<file path="src/rtl/hrp_pkg.sv">
// shared types, codes and character tables of the http request parser
`default_nettype none
package hrp_pkg;

    // parser phases
    localparam logic [3:0] PH_METHOD    = 4'd0;
    localparam logic [3:0] PH_METHOD_SP = 4'd1;
    localparam logic [3:0] PH_URI       = 4'd2;
    localparam logic [3:0] PH_PATH      = 4'd3;
    localparam logic [3:0] PH_STAR_SP   = 4'd4;
    localparam logic [3:0] PH_VLIT      = 4'd5;
    localparam logic [3:0] PH_MAJOR     = 4'd6;
    localparam logic [3:0] PH_MINOR     = 4'd7;
    localparam logic [3:0] PH_HDR_START = 4'd8;
    localparam logic [3:0] PH_HDR_NAME  = 4'd9;
    localparam logic [3:0] PH_HOST_SKIP = 4'd10;
    localparam logic [3:0] PH_HOST_VAL  = 4'd11;
    localparam logic [3:0] PH_SKIP_VAL  = 4'd12;
    localparam logic [3:0] PH_BLANK_CR  = 4'd13;
    localparam logic [3:0] PH_RESYNC    = 4'd14;

    // event kinds
    localparam logic [2:0] EV_METHOD    = 3'd0;
    localparam logic [2:0] EV_PATH_BYTE = 3'd1;
    localparam logic [2:0] EV_PATH_END  = 3'd2;
    localparam logic [2:0] EV_LINE_OK   = 3'd3;
    localparam logic [2:0] EV_HOST_BYTE = 3'd4;
    localparam logic [2:0] EV_HOST_END  = 3'd5;
    localparam logic [2:0] EV_REQ_END   = 3'd6;
    localparam logic [2:0] EV_ERROR     = 3'd7;

    localparam logic [7:0] CH_SP    = 8'h20;
    localparam logic [7:0] CH_CR    = 8'h0D;
    localparam logic [7:0] CH_LF    = 8'h0A;
    localparam logic [7:0] CH_STAR  = 8'h2A;
    localparam logic [7:0] CH_SLASH = 8'h2F;
    localparam logic [7:0] CH_DOT   = 8'h2E;
    localparam logic [7:0] CH_COLON = 8'h3A;
    localparam logic [7:0] CH_ZERO  = 8'h30;
    localparam logic [7:0] CH_NINE  = 8'h39;

    localparam int NUM_METHODS = 8;
    localparam int VLIT_LEN    = 5;
    localparam int HOST_LEN    = 4;

    // method names, first character in the top byte, padded with spaces
    localparam logic [55:0] VERB_TEXT [NUM_METHODS] = '{
        "OPTIONS", "GET    ", "HEAD   ", "POST   ",
        "PUT    ", "DELETE ", "TRACE  ", "CONNECT"
    };
    localparam logic [2:0] VERB_LEN [NUM_METHODS] = '{
        3'd7, 3'd3, 3'd4, 3'd4, 3'd3, 3'd6, 3'd5, 3'd7
    };
    localparam logic [39:0] VLIT_TEXT = "HTTP/";
    localparam logic [31:0] HOST_TEXT = "Host";

    typedef struct packed {
        logic [3:0] phase;
        logic [7:0] live_mask;
        logic [2:0] char_index;
        logic [2:0] matched_method;
        logic       name_is_host;
        logic       header_seen;
    } hrp_state_t;

    typedef struct packed {
        logic       valid;
        logic [2:0] kind;
        logic [7:0] data;
    } hrp_event_t;

    localparam hrp_state_t STATE_RESET = '{
        phase: PH_METHOD, live_mask: 8'hFF, char_index: 3'd0,
        matched_method: 3'd0, name_is_host: 1'b1, header_seen: 1'b0
    };

    function automatic logic [7:0] verb_char(input logic [55:0] text, input logic [2:0] idx);
        logic [55:0] w;
        w = text << {idx, 3'b000};
        return w[55:48];
    endfunction

    function automatic logic [7:0] vlit_char(input logic [2:0] idx);
        logic [39:0] w;
        w = VLIT_TEXT << {idx, 3'b000};
        return w[39:32];
    endfunction

    function automatic logic [7:0] host_char(input logic [1:0] idx);
        logic [31:0] w;
        w = HOST_TEXT << {idx, 3'b000};
        return w[31:24];
    endfunction

endpackage
`default_nettype wire

</file>
<file path="src/rtl/hrp_step.sv">
// next-state and event logic of the parser for one byte
`default_nettype none
module hrp_step
    import hrp_pkg::*;
(
    input  hrp_state_t st,
    input  logic [7:0] data_byte,
    input  logic       end_of_input,
    output hrp_state_t nx,
    output hrp_event_t ev
);

    logic       err;
    logic       restart;
    logic       digit;
    logic [7:0] mask_new;
    logic       found;
    logic [2:0] found_m;
    logic       host_hit;

    assign digit = (data_byte >= CH_ZERO) && (data_byte <= CH_NINE);

    // method candidates that survive this byte
    always_comb begin
        mask_new = st.live_mask;
        for (int m = 0; m < NUM_METHODS; m++) begin
            if ((st.char_index >= VERB_LEN[m]) ||
                (data_byte != verb_char(VERB_TEXT[m], st.char_index))) begin
                mask_new[m] = 1'b0;
            end
        end
    end

    // lowest surviving method whose name ends here
    always_comb begin
        found   = 1'b0;
        found_m = 3'd0;
        for (int m = 0; m < NUM_METHODS; m++) begin
            if (!found && mask_new[m] && (VERB_LEN[m] == st.char_index + 3'd1)) begin
                found   = 1'b1;
                found_m = 3'(m);
            end
        end
    end

    assign host_hit = (st.char_index < 3'(HOST_LEN)) &&
                      (data_byte == host_char(st.char_index[1:0]));

    always_comb begin
        nx      = st;
        ev      = '0;
        err     = 1'b0;
        restart = 1'b0;

        unique case (st.phase)
            PH_METHOD: begin
                nx.live_mask = mask_new;
                if (mask_new == 8'h00) begin
                    err = 1'b1;
                end else if (found) begin
                    nx.matched_method = found_m;
                    ev.valid          = 1'b1;
                    ev.kind           = EV_METHOD;
                    nx.phase          = PH_METHOD_SP;
                    nx.char_index     = 3'd0;
                end else begin
                    nx.char_index = st.char_index + 3'd1;
                end
            end
            PH_METHOD_SP: begin
                if (data_byte == CH_SP) nx.phase = PH_URI;
                else err = 1'b1;
            end
            PH_URI: begin
                if (data_byte == CH_STAR) begin
                    nx.phase = PH_STAR_SP;
                end else if (data_byte == CH_SLASH) begin
                    ev       = '{valid: 1'b1, kind: EV_PATH_BYTE, data: data_byte};
                    nx.phase = PH_PATH;
                end else begin
                    err = 1'b1;
                end
            end
            PH_PATH: begin
                if (data_byte == CH_SP) begin
                    ev            = '{valid: 1'b1, kind: EV_PATH_END, data: 8'h00};
                    nx.phase      = PH_VLIT;
                    nx.char_index = 3'd0;
                end else if (data_byte == CH_LF) begin
                    err = 1'b1;
                end else begin
                    ev = '{valid: 1'b1, kind: EV_PATH_BYTE, data: data_byte};
                end
            end
            PH_STAR_SP: begin
                if (data_byte == CH_SP) begin
                    nx.phase      = PH_VLIT;
                    nx.char_index = 3'd0;
                end else begin
                    err = 1'b1;
                end
            end
            PH_VLIT: begin
                if ((st.char_index < 3'(VLIT_LEN)) &&
                    (data_byte == vlit_char(st.char_index))) begin
                    if (st.char_index == 3'(VLIT_LEN - 1)) begin
                        nx.phase      = PH_MAJOR;
                        nx.char_index = 3'd0;
                    end else begin
                        nx.char_index = st.char_index + 3'd1;
                    end
                end else begin
                    err = 1'b1;
                end
            end
            PH_MAJOR: begin
                if (data_byte == CH_DOT) nx.phase = PH_MINOR;
                else if (!digit) err = 1'b1;
            end
            PH_MINOR: begin
                if (data_byte == CH_LF) begin
                    ev             = '{valid: 1'b1, kind: EV_LINE_OK, data: 8'h00};
                    nx.phase       = PH_HDR_START;
                    nx.header_seen = 1'b0;
                end else if (!digit && data_byte != CH_CR) begin
                    err = 1'b1;
                end
            end
            PH_HDR_START: begin
                if (data_byte == CH_LF || data_byte == CH_CR) begin
                    if (!st.header_seen) begin
                        err = 1'b1;
                    end else if (data_byte == CH_LF) begin
                        ev      = '{valid: 1'b1, kind: EV_REQ_END, data: 8'h00};
                        restart = 1'b1;
                    end else begin
                        nx.phase = PH_BLANK_CR;
                    end
                end else if (data_byte == CH_COLON) begin
                    // empty name, value is skipped
                    nx.name_is_host = 1'b0;
                    nx.char_index   = 3'd0;
                    nx.phase        = PH_SKIP_VAL;
                end else begin
                    nx.name_is_host = (data_byte == host_char(2'd0));
                    nx.char_index   = 3'd1;
                    nx.phase        = PH_HDR_NAME;
                end
            end
            PH_HDR_NAME: begin
                if (data_byte == CH_COLON) begin
                    nx.phase = (st.name_is_host && st.char_index == 3'(HOST_LEN)) ?
                               PH_HOST_SKIP : PH_SKIP_VAL;
                    nx.char_index = 3'd0;
                end else if (data_byte == CH_LF) begin
                    err = 1'b1;
                end else begin
                    if (!host_hit) nx.name_is_host = 1'b0;
                    if (st.char_index < 3'(HOST_LEN)) nx.char_index = st.char_index + 3'd1;
                end
            end
            PH_HOST_SKIP: begin
                nx.phase = PH_HOST_VAL;
            end
            PH_HOST_VAL: begin
                if (data_byte == CH_LF) begin
                    ev             = '{valid: 1'b1, kind: EV_HOST_END, data: 8'h00};
                    nx.header_seen = 1'b1;
                    nx.phase       = PH_HDR_START;
                end else if (data_byte != CH_CR) begin
                    ev = '{valid: 1'b1, kind: EV_HOST_BYTE, data: data_byte};
                end
            end
            PH_SKIP_VAL: begin
                if (data_byte == CH_LF) begin
                    nx.header_seen = 1'b1;
                    nx.phase       = PH_HDR_START;
                end
            end
            PH_BLANK_CR: begin
                if (data_byte == CH_LF) begin
                    ev      = '{valid: 1'b1, kind: EV_REQ_END, data: 8'h00};
                    restart = 1'b1;
                end else begin
                    err = 1'b1;
                end
            end
            default: begin
                // resync: wait for the end of the bad line
                if (data_byte == CH_LF) restart = 1'b1;
            end
        endcase

        if (err) begin
            ev = '{valid: 1'b1, kind: EV_ERROR, data: 8'h00};
            if (data_byte == CH_LF) restart = 1'b1;
            else nx.phase = PH_RESYNC;
        end

        if (restart) begin
            nx.phase       = PH_METHOD;
            nx.live_mask   = 8'hFF;
            nx.char_index  = 3'd0;
            nx.header_seen = 1'b0;
        end

        if (end_of_input) nx = STATE_RESET;
    end

endmodule
`default_nettype wire

</file>
<file path="src/rtl/http_request_parser_unit.sv">
// top level of the http request parser: input register, parser state, result register
`default_nettype none
// Takes one byte of request text per transfer on the slave side and reports
// parse events on the master side. A new byte is taken every clock while the
// master side does not stall, and the sustained rate is one byte per cycle.
// A byte waits in the input register, and its event, if it has one, is then
// raised on m_tvalid from the result register. The rate is set by the
// parser's state register, whose next value comes from the byte-compare
// logic between the input register and the result register.
// Bytes that cause no event produce no transfer. A byte with tlast set is
// parsed normally and then returns the parser to its reset state. After an
// error the parser skips to the next LF before looking for a new request line.
module http_request_parser_unit
    import hrp_pkg::*;
(
    input  wire logic        aclk,
    input  wire logic        aresetn,
    input  wire logic        s_tvalid,
    output logic             s_tready,
    input  wire logic [7:0]  s_tdata,   // [7:0] data_byte
    input  wire logic        s_tlast,   // end_of_input
    output logic             m_tvalid,
    input  wire logic        m_tready,
    output logic [15:0]      m_tdata,   // [2:0] method_code, [10:3] byte_out, rest zero
    output logic [2:0]       m_tuser    // [2:0] event_res
);

    logic       in_valid_reg;
    logic [7:0] in_byte_reg;
    logic       in_last_reg;
    hrp_state_t state_reg;
    hrp_state_t state_next;
    hrp_event_t ev_next;
    logic       out_valid_reg;
    logic [2:0] out_kind_reg;
    logic [2:0] out_method_reg;
    logic [7:0] out_byte_reg;
    logic       advance;

    assign advance  = in_valid_reg && (!out_valid_reg || m_tready);
    assign s_tready = !in_valid_reg || advance;

    hrp_step u_step (
        .st           (state_reg),
        .data_byte    (in_byte_reg),
        .end_of_input (in_last_reg),
        .nx           (state_next),
        .ev           (ev_next)
    );

    always_ff @(posedge aclk) begin
        if (!aresetn) begin
            in_valid_reg  <= 1'b0;
            out_valid_reg <= 1'b0;
            state_reg     <= STATE_RESET;
        end else begin
            if (s_tvalid && s_tready) begin
                in_valid_reg <= 1'b1;
            end else if (advance) begin
                in_valid_reg <= 1'b0;
            end
            if (advance) begin
                state_reg     <= state_next;
                out_valid_reg <= ev_next.valid;
            end else if (m_tready) begin
                out_valid_reg <= 1'b0;
            end
        end
    end

    always_ff @(posedge aclk) begin
        if (s_tvalid && s_tready) begin
            in_byte_reg <= s_tdata;
            in_last_reg <= s_tlast;
        end
        if (advance) begin
            out_kind_reg   <= ev_next.kind;
            out_method_reg <= state_next.matched_method;
            out_byte_reg   <= ev_next.data;
        end
    end

    assign m_tvalid = out_valid_reg;
    assign m_tuser  = out_kind_reg;
    assign m_tdata  = {5'b00000, out_byte_reg, out_method_reg};

    // no byte value rides on events other than path and host bytes
    a_byte_zero: assert property (@(posedge aclk) disable iff (!aresetn)
        (m_tvalid && m_tuser != EV_PATH_BYTE && m_tuser != EV_HOST_BYTE)
        |-> (m_tdata[10:3] == 8'h00))
        else $error("byte_out set on a non-byte event");

    // an error leaves the parser resyncing or at a fresh line
    a_err_phase: assert property (@(posedge aclk) disable iff (!aresetn)
        (advance && ev_next.valid && ev_next.kind == EV_ERROR)
        |=> (state_reg.phase == PH_RESYNC || state_reg.phase == PH_METHOD))
        else $error("error event without resync");

    // while matching a method at least one candidate is alive
    a_mask_live: assert property (@(posedge aclk) disable iff (!aresetn)
        (state_reg.phase == PH_METHOD) |-> (state_reg.live_mask != 8'h00))
        else $error("method match with no candidate");

    // literal and name indexes stay inside their strings
    a_index_range: assert property (@(posedge aclk) disable iff (!aresetn)
        ((state_reg.phase == PH_VLIT) |-> (state_reg.char_index < 3'(VLIT_LEN))) and
        ((state_reg.phase == PH_HDR_NAME) |-> (state_reg.char_index <= 3'(HOST_LEN))))
        else $error("char index out of range");

    // a method event reports the method just matched
    a_method_sync: assert property (@(posedge aclk) disable iff (!aresetn)
        (advance && ev_next.valid && ev_next.kind == EV_METHOD && !in_last_reg)
        |=> (out_method_reg == state_reg.matched_method &&
             state_reg.phase == PH_METHOD_SP))
        else $error("method event out of step with state");

endmodule
`default_nettype wire
</file>
<file path="config.mk">
export PLATFORM = sky130hd
export DESIGN_NAME = http_request_parser_unit
export DESIGN_NICKNAME = d
export VERILOG_FILES = /design/src/rtl/hrp_pkg.sv /design/src/rtl/hrp_step.sv /design/src/rtl/http_request_parser_unit.sv
export SDC_FILE = /design/constraint.sdc
export NUM_CORES = 1
export LEC_CHECK = 0
export ABC_AREA = 0
export BUFFER_PORTS_ARGS = -buffer_cell sky130_fd_sc_hd__buf_4
export CORE_ASPECT_RATIO = 0.8
export CORE_MARGIN = 4
export CORE_UTILIZATION = 50
export CTS_CLUSTER_DIAMETER = 200
export DETAILED_ROUTE_END_ITERATION = 6
export MAX_ROUTING_LAYER = met4
export PLACE_DENSITY_LB_ADDON = 0.05
export SYNTH_ARGS = -nofsm -noshare
export SYNTH_HDL_FRONTEND = slang
export SYNTH_SLANG_ARGS = --single-unit
</file>
<file path="constraint.sdc">
create_clock -name aclk -period 5.35 [get_ports aclk]
set_clock_uncertainty 0.1 [all_clocks]
set_input_delay 0.535 -clock aclk [delete_from_list [all_inputs] [get_ports aclk]]
set_output_delay 0.535 -clock aclk [all_outputs]
set_load 0.1 [all_outputs]
</file>
* Word level (Yosys, flattened, before mapping)
Cells that the tools add are included.
Word-level totals: input port bits 13, word-level logic and storage cells 251, flip-flop bits (word level) 45, output and inout bits 21
Operators by class: multiplexer cells 108, shifts and indexed selects 10, reductions and logical operators 60, order comparisons 9, equality and inequality tests 50, add/sub/neg operators 1
Operator list (number):
- 55-bit by 6-bit << shifter with 56-bit output (first input constant) | 8
- 12-bit 2-to-1 mux | 11
- 4-bit 2-to-1 mux | 18
- 8-bit inequality test | 8
- 1-bit 2-to-1 mux | 49
- 3-bit 2-to-1 mux | 16
- 8-bit one-hot mux with 6 select lines | 1
- 8-bit by 6-bit equality test with 1-bit output (second input constant) | 5
- 4-bit one-hot mux with 10 select lines | 1
- 39-bit by 6-bit << shifter with 40-bit output (first input constant) | 1
- 31-bit by 5-bit << shifter with 32-bit output (first input constant) | 1
- 4-bit one-hot mux with 7 select lines | 1
- 4-bit equality test (second input constant) | 6
- 1-bit logical AND | 22
- 20-bit 2-to-1 mux | 1
- 4-bit by 3-bit equality test with 1-bit output (second input constant) | 4
- 8-bit by 4-bit equality test with 1-bit output (second input constant) | 2
- 8-bit equality test | 2
- 15-bit 2-to-1 mux | 1
- 3-bit one-hot mux with 5 select lines | 1
- 3-bit equality test (first input constant) | 4
- 3-bit greater-or-equal comparator (second input constant) | 4
- 3-bit inequality test (second input constant) | 4
- 12-bit OR reduction | 1
- 35 further kinds | 66

* Longest topological paths before layout
depth in word-level cells 41, depth in mapped cells 12, gate-level depth less buffers 10

* By module
From an unflattened synthesis, not the netlist that was laid out.
Unflattened totals: cell total of the unflattened synthesis 549, area total of the unflattened synthesis 4493.1 µm²
By module, submodules not included:
- hrp_step | seq. area each 0.0 µm², instances 1, cells an instance 420, area an instance 2847.7 µm²
- http_request_parser_unit | seq. area each 1131.1 µm², instances 1, cells an instance 129, area an instance 1645.3 µm²

* Worst setup path before layout
Ideal clock, no wire load.
path type reg-to-reg, from register state_reg[5] (netlist bit), to register out_method_reg[0] (data pin), data required time 4.995 ns, stages on the path, launching flop included 12, data arrival time 2.883 ns, path slack 2.113 ns, path buffers 1, clock period less this slack 3.237 ns, setup time 0.255 ns, path through dfxtp_1 buf_2 inv_1 ha_1 nor2b_1 o32a_1 a2111oi_2 and2_1 nor4b_1 a21o_1 o21a_1 o21ba_2
RTL lines:
- from (decl) | RTL line http_request_parser_unit.sv:31 | hrp_state_t state_reg;
- from (signal assigned) | RTL line http_request_parser_unit.sv:63 | state_reg <= state_next;
- to (signal assigned) | RTL line http_request_parser_unit.sv:78 | out_method_reg <= state_next.matched_method;
- to (decl) | RTL line http_request_parser_unit.sv:36 | logic [2:0] out_method_reg;

* Worst setup path in the final report
from register state_reg[6] (netlist bit), to register state_reg[16] (netlist bit)
On the way: longest elaborated chain between the ends 41, elaborated cells between the ends (all ways) 92, those cells by class add/sub (1); order compare (6); eq/ne (15); shift (9); mux (29); reduce/logical (32)
Ends and longest elaborated chain:
- 55-bit by 6-bit << shifter with 56-bit output | RTL line hrp_pkg.sv:79 | w = text << {idx, 3'b000};
- 8-bit inequality test | RTL line hrp_step.sv:28 | (data_byte != verb_char(VERB_TEXT[m], st.char_index))) begin
- 1-bit logical OR | RTL line hrp_step.sv:27 | if ((st.char_index >= VERB_LEN[m]) ||
- 1-bit 2-to-1 mux | RTL line hrp_step.sv:27
- 1-bit logical AND | RTL line hrp_step.sv:39 | if (!found && mask_new[m] && (VERB_LEN[m] == st.char_index + 3'd1)) begin
- 1-bit 2-to-1 mux | RTL line hrp_step.sv:39
- 1-bit logical NOT | RTL line hrp_step.sv:39
- 1-bit logical AND (2 in a row) | RTL line hrp_step.sv:39
- (+24 left out)
- 1-bit 2-to-1 mux | RTL line hrp_step.sv:39
- 4-bit 2-to-1 mux | RTL line hrp_step.sv:60 | end else if (found) begin
- 4-bit 2-to-1 mux | RTL line hrp_step.sv:58 | if (mask_new == 8'h00) begin
- 4-bit one-hot mux with 10 select lines | RTL line hrp_step.sv:55 | unique case (st.phase)
- 4-bit 2-to-1 mux | RTL line hrp_step.sv:196 | if (data_byte == CH_LF) restart = 1'b1;
- 4-bit 2-to-1 mux | RTL line hrp_step.sv:194 | if (err) begin
- 15-bit 2-to-1 mux (*) | RTL line hrp_step.sv:200 | if (restart) begin
- 20-bit 2-to-1 mux (*) | RTL line hrp_step.sv:207 | if (end_of_input) nx = STATE_RESET;
Every way passes the cells marked *; elsewhere a longest branch is shown, timed or not. A chain may end at the register's enable or synchronous reset.

==> impl_metrics.json <==
{
  "power.leakage_nw": 1.62,
  "vias_per_cell": 6.59,
  "vias": 4307,
  "syn_area_per_cell_um2": 7.87,
  "fmax_ghz": 0.241,
  "path_cells": "inv_1, ha_1, nor2b_1, o32a_1, a2111oi_2, and2_1, nor4b_1, a21oi_1, a21boi_0, a22oi_1",
  "path_buf_inv": 1,
  "cp_data_required_time_ns": 5.49,
  "die_x_um": 112,
  "grt_overflow_total": 0,
  "synthFlopType": "edfxtp_1",
  "worst_pin_slew_ns": 0.983,
  "die-area_mm2": 0.0102,
  "nets": 564,
  "post_drt_wl_per_cell_um": 20.1,
  "grt_first_pass_wirelength_um": 20600,
  "start_util": 0.512,
  "peakVddDrop_mv": 0.115,
  "io_pins": 34,
  "largest_reg_flops": 20,
  "crit_arrival_ns": 4.28,
  "synth_edf_count": 23,
  "min_period_ns": 4.14,
  "clock_latency_ns": 0.32,
  "final_layout_size_suffix_gt1_frac": 0.122,
  "ys_warn_count": 0,
  "p_per_area_mw_per_mm2": 204,
  "rr_worst_depth": 10,
  "place_congestion": 0.938,
  "finalSetupViolCount": 0,
  "cts.clk_slew.worst_paths_ns": 0.10,
  "hold_viol_final": 0,
  "cp.depth": 10,
  "rsz0062_at_grt": "no",
  "status": "finished, final reports clean",
  "synth_top_cell_area_share": 0.160,
  "antenna_left": 0,
  "ctsResizeCount": 0,
  "finalCritPeriodShare": 0.774,
  "critPathTopFamily": "compound AO/OA/AOI/OAI gates",
  "r2r-start": "state_reg[6]",
  "grt_pass1_vias": 3771,
  "cts_buffers": 5,
  "ys_types": 83,
  "drt_wl_total_um": 13200,
  "ctsHoldBuffers": 0,
  "cts_setup_buffers": 0,
  "crit_path_start": "state_reg[6]",
  "startpoint_type": "register",
  "first_pass_iters": 5,
  "hpwl_um": 9520,
  "syn_area_mm2": 0.00433,
  "cts_buffer_depth": 2,
  "core.rowCount": 30,
  "drt_iter0_markers": 361,
  "slowest_delay_ns": 0.74,
  "cts.sinks": 45,
  "holdWs_ns": 0.279,
  "critPathKind": "register to register",
  "cts_tree": "done",
  "worstHoldStart": "s_tdata[3]",
  "async_flop_share": 0,
  "antenna_found_initial": 0,
  "ys_ff_latch": 45,
  "synth_top_cell_by_area": "edfxtp_1",
  "htreeDepth": 2,
  "slowest_stage": "dfxtp_1",
  "holdPathStages": 1,
  "diodes": 0,
  "numPortBuffers": 28,
  "end_kind": "register",
  "root_buffer": "clkbuf_8",
  "synth_area_leaders": "edfxtp_1, dfxtp_1, nand2_1",
  "slew_viol_final": 0,
  "path_max_fanout": 17,
  "grtUsageTotal": 0.257,
  "hold_class": "primary input to register",
  "max_slew_margin": 0.344,
  "core_area_mm2": 0.00845,
  "syn2layout_area_growth_pct": 6.30,
  "syn_inst": 550,
  "die_h_um": 91.2,
  "drc": 0,
  "grt_max_degree": 35,
  "max-cap-violations": 0,
  "tns_ns": 0,
  "ys_seq_area_frac": 0.261
}
==> final timing paths <==
path | end | slack, ns
worst min-delay path | in_byte_reg[3] | 0.28
worst min register to register | state_reg[10] | 0.40
worst max-delay path | state_reg[16] | 1.21
worst max register to register | state_reg[16] | 1.21
==> stage by stage <==
step	std cells	setup WS [ns]	util	cell area, um2	total power (W)
3_3_place_gp	646	1.44	0.529	4470	0.000634
5_1_grt	654	0.964	0.545	4600	0.000979
2_1_floorplan	554	2.11	-	4340	0.000586
6_report	654	1.21	0.545	4600	0.000938
3_5_place_dp	646	1.35	0.529	4470	0.000635
4_1_cts	654	1.31	0.545	4600	0.000942
==> power breakdown <==
group	switching [W]	total, W	internal [W]
Clock	0.000137	0.000307	0.000169
Sequential	0.0000330	0.000414	0.000381
Combinational	0.000151	0.000217	0.0000665
==> per-layer routing <==
metal / routed length [um] / track usage / vias up / share of wire
met5: 0 / - / - / 0
met4: 265 / 0.0761 / 0 / 0.020
met3: 1110 / 0.0433 / 26 / 0.084
met2: 5640 / 0.361 / 212 / 0.43
met1: 6150 / 0.377 / 2033 / 0.47
li1: - / - / 2036 / -
==> cell families after synthesis <==
logic type,count (synthesis),share of synthesized area
AO/OA/AOI/OAI,163,0.267
XOR/XNOR,20,0.0405
adder cells (fa/ha/maj),10,0.0289
buffers and inverters,68,0.0720
flip-flops,45,0.261
multiplexers,6,0.0139
other,1,0.000866
AND/OR/NAND/NOR,237,0.315
==> Yosys cell counts (all sizes together) (7+ instances only) <==
cell and n:
nand3b 9, edfxtp 23, a21oi 31, and2 8, or4b 7, ha 10, o21a 7, nor4 11
nand4 9, inv 17, nand3 22, xnor2 13, nand2b 15, clkbuf 26, buf 25, nor2b 14
nor3 18, nor2 31, xor2 7, a31oi 8, and3 7, o21ai 36, nand2 51, dfxtp 22
==> cells in the final DEF, fill, tap and decap left out, drive strengths merged, types with 5 or more instances in the layout <==
cell type and n:
and3 7, o31ai 6, a221oi 5, mux2i 6, nor2 31, conb 5
nand2b 15, and2 8, ha 10, nor2b 14, or2 6, inv 18
or3 6, o21ai 36, o31a 5, nand3 22, nor4 11, nand3b 9
edfxtp 23, xor2 7, buf 31, dfxtp 22, clkbuf 6, o21a 7
xnor2 13, nor3 18, nand4 9, a211oi 6, a21oi 31, or4b 7
nor4b 5, a211o 5, nand2 51, a31oi 8, a21o 6
==> layout make-up <==
cell class	instances	area, um2
Sequential cell	45	1130
Fill cell	832	3840
Timing Repair Buffer	31	233
Inverter	17	63.8
Multi-Input combinational cell	441	2900
Tap cell	112	140
Clock inverter	2	38.8
Clock buffer	6	93.8
(Power assumes the default switching activity.)
